## src/design/tdr_pkg.sv

```systemverilog
`default_nettype none

package tdr_pkg;

  localparam int TICK_W   = 64;
  localparam int CNT_W    = 32;
  localparam int DEB_W    = 13;
  localparam int TPM_W    = 20;
  localparam int WIN_W    = DEB_W + TPM_W;
  localparam int CFG_IDX_W = 2;
  localparam int CFG_DAT_W = 20;
  localparam int QDEPTH   = 2;

  localparam logic [DEB_W-1:0] DEB_RESET = 13'd50;
  localparam logic [TPM_W-1:0] TPM_RESET = 20'd1;

  localparam logic [CFG_IDX_W-1:0] REG_DEBOUNCE_MS  = 2'd0;
  localparam logic [CFG_IDX_W-1:0] REG_TICKS_PER_MS = 2'd1;
  localparam logic [CFG_IDX_W-1:0] REG_REPORT_EN    = 2'd2;

  localparam logic [1:0] OUTCOME_REPORTED = 2'd0;
  localparam logic [1:0] OUTCOME_SILENT   = 2'd1;
  localparam logic [1:0] OUTCOME_BOUNCE   = 2'd2;

  // Classified input transaction as it travels through the queue
  typedef struct packed {
    logic              service;
    logic              hit;      // edge on a button that exists
    logic              button;
    logic [TICK_W-1:0] tick;
  } tdr_item_t;

endpackage

`default_nettype wire

```

## src/design/tdr_front.sv

```systemverilog
`default_nettype none

module tdr_front #(
  parameter int BUTTONS = 2
) (
  input  wire logic              clk,
  input  wire logic              rst_n,
  input  wire logic              in_valid,
  output logic                   in_ready,
  input  wire logic              in_action,
  input  wire logic              in_button,
  input  wire logic [63:0]       in_tick,
  output logic                   q_push,
  output tdr_pkg::tdr_item_t     q_item,
  input  wire logic              q_ready
);
  import tdr_pkg::*;

  logic      item_valid_r;
  tdr_item_t item_r;

  assign in_ready = !item_valid_r || q_ready;
  assign q_push   = item_valid_r && q_ready;
  assign q_item   = item_r;

  always_ff @(posedge clk) begin
    if (!rst_n) begin
      item_valid_r <= 1'b0;
    end else if (in_ready) begin
      item_valid_r <= in_valid;
    end
  end

  always_ff @(posedge clk) begin
    if (in_valid && in_ready) begin
      item_r.service <= in_action;
      item_r.hit     <= !in_action && (int'(in_button) < BUTTONS);
      item_r.button  <= in_button;
      item_r.tick    <= in_tick;
    end
  end

endmodule

`default_nettype wire

```

## src/design/tdr_fifo.sv

```systemverilog
`default_nettype none

module tdr_fifo (
  input  wire logic               clk,
  input  wire logic               rst_n,
  input  wire logic               push,
  input  wire tdr_pkg::tdr_item_t push_item,
  output logic                    ready,
  output logic                    valid,
  output tdr_pkg::tdr_item_t      head,
  input  wire logic               pop
);
  import tdr_pkg::*;

  localparam int PW = $clog2(QDEPTH);

  tdr_item_t          mem [QDEPTH];
  logic [PW-1:0]      wr_ptr_r, rd_ptr_r;
  logic [PW:0]        count_r, count_nxt;

  assign ready = (count_r != (PW+1)'(QDEPTH));
  assign valid = (count_r != '0);
  assign head  = mem[rd_ptr_r];

  always_comb begin
    count_nxt = count_r;
    if (push && !pop) begin
      count_nxt = count_r + 1'b1;
    end else if (pop && !push) begin
      count_nxt = count_r - 1'b1;
    end
  end

  always_ff @(posedge clk) begin
    if (!rst_n) begin
      wr_ptr_r <= '0;
      rd_ptr_r <= '0;
      count_r  <= '0;
    end else begin
      if (push) begin
        wr_ptr_r <= wr_ptr_r + 1'b1;
      end
      if (pop) begin
        rd_ptr_r <= rd_ptr_r + 1'b1;
      end
      count_r <= count_nxt;
    end
  end

  always_ff @(posedge clk) begin
    if (push) begin
      mem[wr_ptr_r] <= push_item;
    end
  end

endmodule

`default_nettype wire

```

## src/design/tdr_back.sv

```systemverilog
`default_nettype none

module tdr_back #(
  parameter int BUTTONS = 2
) (
  input  wire logic                        clk,
  input  wire logic                        rst_n,
  input  wire logic                        q_valid,
  input  wire tdr_pkg::tdr_item_t          q_head,
  output logic                             q_pop,
  input  wire logic [tdr_pkg::WIN_W-1:0]   window,
  input  wire logic                        report_en,
  output logic                             out_valid,
  input  wire logic                        out_ready,
  output logic                             out_button_id,
  output logic [1:0]                       out_outcome,
  output logic [31:0]                      out_sequence_res,
  output logic [63:0]                      out_press_tick,
  output logic [31:0]                      out_edge_count,
  output logic [31:0]                      out_press_count,
  output logic [31:0]                      out_bounce_count
);
  import tdr_pkg::*;

  localparam int BW = (BUTTONS > 1) ? $clog2(BUTTONS) : 1;

  logic [BUTTONS-1:0] pending_r;
  logic [BUTTONS-1:0] have_press_r;
  logic [TICK_W-1:0]  edge_time_r  [BUTTONS];
  logic [TICK_W-1:0]  last_press_r [BUTTONS];
  logic [CNT_W-1:0]   edges_r      [BUTTONS];
  logic [CNT_W-1:0]   presses_r    [BUTTONS];
  logic [CNT_W-1:0]   bounces_r    [BUTTONS];
  logic [CNT_W-1:0]   seq_r, seq_nxt;

  logic              out_valid_r;
  logic              found;
  logic [BW-1:0]     sel, idx;
  logic              do_edge, do_service, bounce;
  logic [TICK_W-1:0] t, last, gap;
  logic [CNT_W-1:0]  edges_cur, presses_nxt, bounces_nxt;
  logic [1:0]        outcome;

  assign q_pop     = q_valid && (!out_valid_r || out_ready);
  assign out_valid = out_valid_r;

  // lowest pending button wins
  always_comb begin
    found = 1'b0;
    sel   = '0;
    for (int i = BUTTONS - 1; i >= 0; i--) begin
      if (pending_r[i]) begin
        found = 1'b1;
        sel   = BW'(i);
      end
    end
  end

  always_comb begin
    idx         = q_head.service ? sel : BW'(q_head.button);
    do_edge     = q_pop && !q_head.service && q_head.hit;
    do_service  = q_pop && q_head.service && found;
    t           = edge_time_r[idx];
    last        = last_press_r[idx];
    gap         = t - last;
    bounce      = have_press_r[idx] && (t > last) && (gap < TICK_W'(window));
    edges_cur   = edges_r[idx];
    presses_nxt = presses_r[idx];
    bounces_nxt = bounces_r[idx];
    seq_nxt     = seq_r;
    if (bounce) begin
      bounces_nxt = bounces_r[idx] + 1'b1;
      outcome     = OUTCOME_BOUNCE;
    end else begin
      presses_nxt = presses_r[idx] + 1'b1;
      seq_nxt     = seq_r + 1'b1;
      outcome     = report_en ? OUTCOME_REPORTED : OUTCOME_SILENT;
    end
  end

  always_ff @(posedge clk) begin
    if (!rst_n) begin
      pending_r    <= '0;
      have_press_r <= '0;
      seq_r        <= '0;
      out_valid_r  <= 1'b0;
      for (int i = 0; i < BUTTONS; i++) begin
        edge_time_r[i]  <= '0;
        last_press_r[i] <= '0;
        edges_r[i]      <= '0;
        presses_r[i]    <= '0;
        bounces_r[i]    <= '0;
      end
    end else begin
      if (do_edge) begin
        edges_r[idx] <= edges_cur + 1'b1;
        if (!pending_r[idx]) begin
          pending_r[idx]   <= 1'b1;
          edge_time_r[idx] <= q_head.tick;
        end
      end
      if (do_service) begin
        pending_r[idx] <= 1'b0;
        bounces_r[idx] <= bounces_nxt;
        presses_r[idx] <= presses_nxt;
        seq_r          <= seq_nxt;
        if (!bounce) begin
          last_press_r[idx] <= t;
          have_press_r[idx] <= 1'b1;
        end
      end
      if (do_service) begin
        out_valid_r <= 1'b1;
      end else if (out_ready) begin
        out_valid_r <= 1'b0;
      end
    end
  end

  always_ff @(posedge clk) begin
    if (do_service) begin
      out_button_id    <= idx[0];
      out_outcome      <= outcome;
      out_sequence_res <= seq_nxt;
      out_press_tick   <= t;
      out_edge_count   <= edges_cur;
      out_press_count  <= presses_nxt;
      out_bounce_count <= bounces_nxt;
    end
  end

endmodule

`default_nettype wire

```

## src/design/timestamp_debounce_event_reporter.sv

```systemverilog
// An accepted service transaction passes the input register at the accepting
// edge, a queue entry, then the result register. Throughput: one transaction
// per cycle while the queue has room; the back end retires one queue entry
// per cycle whenever the result register is free or being drained.
// Reset (rst_n low, synchronous): all pending flags, timestamps and counters
// clear; registers return to debounce_ms 50, ticks_per_ms 1, report_enable 1.
`default_nettype none

module timestamp_debounce_event_reporter #(
  parameter int BUTTONS = 2
) (
  input  wire logic        clk,
  input  wire logic        rst_n,
  input  wire logic        in_valid,
  output logic             in_ready,
  input  wire logic        in_action,
  input  wire logic        in_button,
  input  wire logic [63:0] in_tick,
  output logic             out_valid,
  input  wire logic        out_ready,
  output logic             out_button_id,
  output logic [1:0]       out_outcome,
  output logic [31:0]      out_sequence_res,
  output logic [63:0]      out_press_tick,
  output logic [31:0]      out_edge_count,
  output logic [31:0]      out_press_count,
  output logic [31:0]      out_bounce_count,
  input  wire logic        cfg_valid,
  output logic             cfg_ready,
  input  wire logic [1:0]  cfg_index,
  input  wire logic [19:0] cfg_data
);
  import tdr_pkg::*;

  logic [DEB_W-1:0] debounce_ms_r;
  logic [TPM_W-1:0] ticks_per_ms_r;
  logic             report_en_r;
  logic [WIN_W-1:0] window_r;

  logic      q_push, q_ready, q_valid, q_pop;
  tdr_item_t q_in, q_head;

  assign cfg_ready = 1'b1;

  always_ff @(posedge clk) begin
    if (!rst_n) begin
      debounce_ms_r  <= DEB_RESET;
      ticks_per_ms_r <= TPM_RESET;
      report_en_r    <= 1'b1;
    end else if (cfg_valid) begin
      case (cfg_index)
        REG_DEBOUNCE_MS:  debounce_ms_r  <= cfg_data[DEB_W-1:0];
        REG_TICKS_PER_MS: ticks_per_ms_r <= cfg_data[TPM_W-1:0];
        REG_REPORT_EN:    report_en_r    <= cfg_data[0];
        default: ;
      endcase
    end
  end

  // lockout window, registered from the config registers; settles in the cycle after a register write
  always_ff @(posedge clk) begin
    window_r <= WIN_W'(debounce_ms_r) * WIN_W'(ticks_per_ms_r);
  end

  tdr_front #(.BUTTONS(BUTTONS)) u_front (
    .clk       (clk),
    .rst_n     (rst_n),
    .in_valid  (in_valid),
    .in_ready  (in_ready),
    .in_action (in_action),
    .in_button (in_button),
    .in_tick   (in_tick),
    .q_push    (q_push),
    .q_item    (q_in),
    .q_ready   (q_ready)
  );

  tdr_fifo u_fifo (
    .clk       (clk),
    .rst_n     (rst_n),
    .push      (q_push),
    .push_item (q_in),
    .ready     (q_ready),
    .valid     (q_valid),
    .head      (q_head),
    .pop       (q_pop)
  );

  tdr_back #(.BUTTONS(BUTTONS)) u_back (
    .clk              (clk),
    .rst_n            (rst_n),
    .q_valid          (q_valid),
    .q_head           (q_head),
    .q_pop            (q_pop),
    .window           (window_r),
    .report_en        (report_en_r),
    .out_valid        (out_valid),
    .out_ready        (out_ready),
    .out_button_id    (out_button_id),
    .out_outcome      (out_outcome),
    .out_sequence_res (out_sequence_res),
    .out_press_tick   (out_press_tick),
    .out_edge_count   (out_edge_count),
    .out_press_count  (out_press_count),
    .out_bounce_count (out_bounce_count)
  );

endmodule

`default_nettype wire
```

## config.mk

```make
export PLATFORM = sky130hd
export DESIGN_NAME = timestamp_debounce_event_reporter
export DESIGN_NICKNAME = d
export VERILOG_FILES = /design/src/design/tdr_pkg.sv /design/src/design/tdr_front.sv /design/src/design/tdr_fifo.sv /design/src/design/tdr_back.sv /design/src/design/timestamp_debounce_event_reporter.sv
export SDC_FILE = /design/constraint.sdc
export NUM_CORES = 2
export LEC_CHECK = 0
export BUFFER_PORTS_ARGS = -buffer_cell sky130_fd_sc_hd__buf_2
export CAP_MARGIN = 10
export CORE_MARGIN = 2
export CORE_UTILIZATION = 50
export CTS_CLUSTER_DIAMETER = 60
export DETAILED_ROUTE_END_ITERATION = 8
export PLACE_DENSITY = 0.64
export SYNTH_ARGS = -nofsm -noshare
export SYNTH_HDL_FRONTEND = slang
export SYNTH_SLANG_ARGS = --single-unit
export TNS_END_PERCENT = 20
```

## constraint.sdc

```tcl
create_clock -name clk -period 15.6 [get_ports clk]
set_input_delay 3.12 -clock clk [delete_from_list [all_inputs] [get_ports clk]]
set_output_delay 3.12 -clock clk [all_outputs]
set_load 0.1 [all_outputs]
```

==> results.cfg <==
[run_status]
status = completed

[power_and_ir_drop]
seqPwrFrac_pct = 38.9
pwr-share-clk_pct = 31.1
p_sw_share_pct = 34.3
powerDensity_mw_per_mm2 = 137
power_frac_comb_pct = 30.1
internal-power_mw = 5.27
ir_drop_mv = 0.109
finalPower_mw = 8.01
switchingPower_mw = 2.75
p_leak_nw = 23.4

[yosys]
syn_area_mm2 = 0.0521
ys.flop_type = edfxtp_1
synth_cells = 4646
avgSynthCellArea_um2 = 11.2
seq_area_frac_synth_pct = 52.8
syn_nets = 5117
ys_async_sr_fraction_pct = 0
synth-edff-count = 844
ys_seq_elements = 954
yosys_warnings = 0
synth_cell_types = 90

[sta]
rsz0062_at_grt = no
setup_tns_ps = 0
slew_headroom_pct = 28.0
fmax_ghz = 0.0970
finalHoldViolCount = 0
fin_skew_ps = 30.2
period_share_pct = 66.1
min_period_ps = 10310
slew_violations = 0
worst_pin_slew_ps = 1080
setup_viol = 0

[finish]
drive_gt1_share_pct = 11.5
n_antenna_cell = 0
nFillCells = 8789
nets = 5318
syn_to_final_growth_pct = 11.8
ff_latch_area_mm2 = 0.0276
multiInputGateArea_mm2 = 0.0224

[floorplanning]
rows = 118
fp.dieW_um = 327
die_area_mm2 = 0.107
die_h_um = 327
core_region_area_mm2 = 0.103
initial_core_util_pct = 50.4
io_pins = 291

[placement]
gp_congestion = 0.895
dp_hpwl_um = 84000
port_buffers = 289

[clocking]
root_buffer = clkbuf_16
ctsResizeCount = 0
cts_buffer_depth = 3
cts_buffers = 105
cts_htree_levels = 3
cts_hold_buf = 0
clk_pin_slew_ps = 60
cts_tree = built
cts.sinks = 954
clk_latency_ps = 700
post-cts-setup-buffers = 0

[detailed_routing]
drt_wl_total_um = 125000
drt_first_pass_iters = 5
ant_nets = 0
vias = 35200
post_drt_wl_per_cell_um = 19.7
vias_per_cell = 5.57
route.detailed.drc = 0
drtIter0Drc = 2855

[global_route]
grt_pass1_vias = 34700
grt_max_degree = 124
grt_pass1_wl_um = 197000
antenna_found_initial = 2
grt_usage_pct = 23.3
gr-total-overflow = 0

[hold_path]
min_path_type = register to register

[critical_path]
arrival_ps = 10730
cp_data_required_time_ps = 16020
crit_fanout = 79
max_stage_delay_ps = 800
cp_common_cell = a21o_1
cp-start-kind = register
slowest_stage = buf_4
crit_type = register to register
cp-end-kind = register

[run]
drv_cap = 0
cell usage after synthesis (14+ instances only):
master / count / area share (%)
a21o_1: 57 / 0.82
a21oi_1: 191 / 1.8
a31oi_1: 34 / 0.41
and2_1: 108 / 1.3
and3_1: 51 / 0.61
buf_2: 40 / 0.38
clkbuf_1: 176 / 1.3
dfxtp_1: 110 / 4.2
edfxtp_1: 844 / 49
fa_1: 199 / 7.6
ha_1: 179 / 4.3
inv_1: 367 / 2.6
mux2i_1: 291 / 5.6
nand2_1: 509 / 3.7
nand2b_1: 40 / 0.48
nand3_1: 100 / 0.96
nand4_1: 70 / 0.84
nor2_1: 541 / 3.9
nor3_1: 64 / 0.61
nor4_1: 23 / 0.28
o21a_1: 22 / 0.32
o21ai_0: 106 / 1.0
o21bai_1: 24 / 0.35
o31ai_1: 26 / 0.37
o41ai_1: 16 / 0.27
or2_2: 14 / 0.17
or3_1: 29 / 0.35
or4_1: 23 / 0.33
xnor2_1: 132 / 2.2
xor2_1: 57 / 0.96
stage by stage:
stage / hold slack (ps) / cell area (µm²) / util (%) / worst slack [ps] / std cells
finish: 418 / 58300 / 56.3 / 5290 / 6317
global route: 442 / 58300 / 56.3 / 4670 / 6317
CTS: 421 / 58300 / 56.3 / 5270 / 6317
detailed placement: 430 / 54800 / 53.0 / 5310 / 6120
global placement: 424 / 54800 / 53.0 / 5510 / 6120
floorplan: 421 / 52100 / - / 5410 / 4646
cells in the final DEF, fill, tap and decap left out, drive strengths merged, types with 111 or more instances in the layout:
cell type and instances:
edfxtp 844, nor2 541, nand2 509, inv 381, buf 329, mux2i 292, fa 199, a21oi 192
ha 179, xnor2 132, clkbuf 126, o21ai 111
state kept, by name (all words and copies together), names as in the netlist, 2 cells and up, named ones only:
name	flops
u_fifo.mem	134
u_back.edge_time_r	128
u_back.last_press_r	128
u_front.q_item	67
u_back.bounces_r	64
u_back.edges_r	64
u_back.out_press_tick	64
u_back.presses_r	64
window_r	33
u_back.out_bounce_count	32
u_back.out_edge_count	32
u_back.out_press_count	32
u_back.out_sequence_res	32
u_back.seq_r	32
ticks_per_ms_r	20
debounce_ms_r	13
u_back.have_press_r	2
u_back.out_outcome	2
u_fifo.count_r	2
layer usage:
metal	routed length (µm)	global-route usage, %	vias up
met1	55700	32.8	17300
met3	6880	3.40	174
li1	-	-	16700
met4	2890	6.60	0
met5	0	0	-
met2	59200	37.9	1025
cell families (layout without fill, tap and decap cells):
| group | count (synthesis) | in the layout | share of synthesized area, % |
|---|---|---|---|
| fa+ha+maj | 378 | 378 | 11.9 |
| mux | 300 | 300 | 5.79 |
| compound gates | 575 | 575 | 7.04 |
| other cells | 1 | 1 | 0.00719 |
| xor+xnor | 189 | 189 | 3.17 |
| buf+inv | 604 | 895 | 4.49 |
| flops | 954 | 954 | 52.8 |
| simple gates | 1645 | 1645 | 14.7 |
worst paths after layout:
check                     start                    endpoint  slack (ps)  cells past startpoint
min          u_front.q_item[65]           u_fifo.mem[1][65]         420                      0
max                    register  u_back.out_press_count[18]        5290                     32
max reg2reg            register  u_back.out_press_count[18]        5290                     32
min reg2reg  u_front.q_item[65]           u_fifo.mem[1][65]         420                      0
critical path: cells and delay by family, from the launching register on:
family / cells / cell delay (ps)
AOI/OAI and AO/OA: 13 / 2690
buffers and inverters: 6 / 2530
and+or+nand+nor: 5 / 1500
muxes: 3 / 1230
adders and majority gates: 3 / 830
DFF: 1 / 770
xor gates and xnor gates: 2 / 290
cell type report:
| type | instances | share of cell area, % |
|---|---|---|
| sequential | 954 | 47.2 |
| multi-input combinational | 3088 | 38.4 |
| clock buffer | 126 | 4.77 |
| timing repair buffer | 329 | 3.02 |
| tap | 1380 | 2.96 |
| inverter | 369 | 2.40 |
| clock inverter | 71 | 1.21 |
power by group through the flow:
stage               sequential, mW  clock (mW)  combinational [mW]
floorplan                     3.28           0                1.67
global placement              3.16           0                2.38
detailed placement            3.17           0                2.38
CTS                           3.12        2.54                2.40
global route                  3.13        2.64                2.64
finish                        3.11        2.49                2.41
Note: power is estimated with default switching activity, not from simulation.
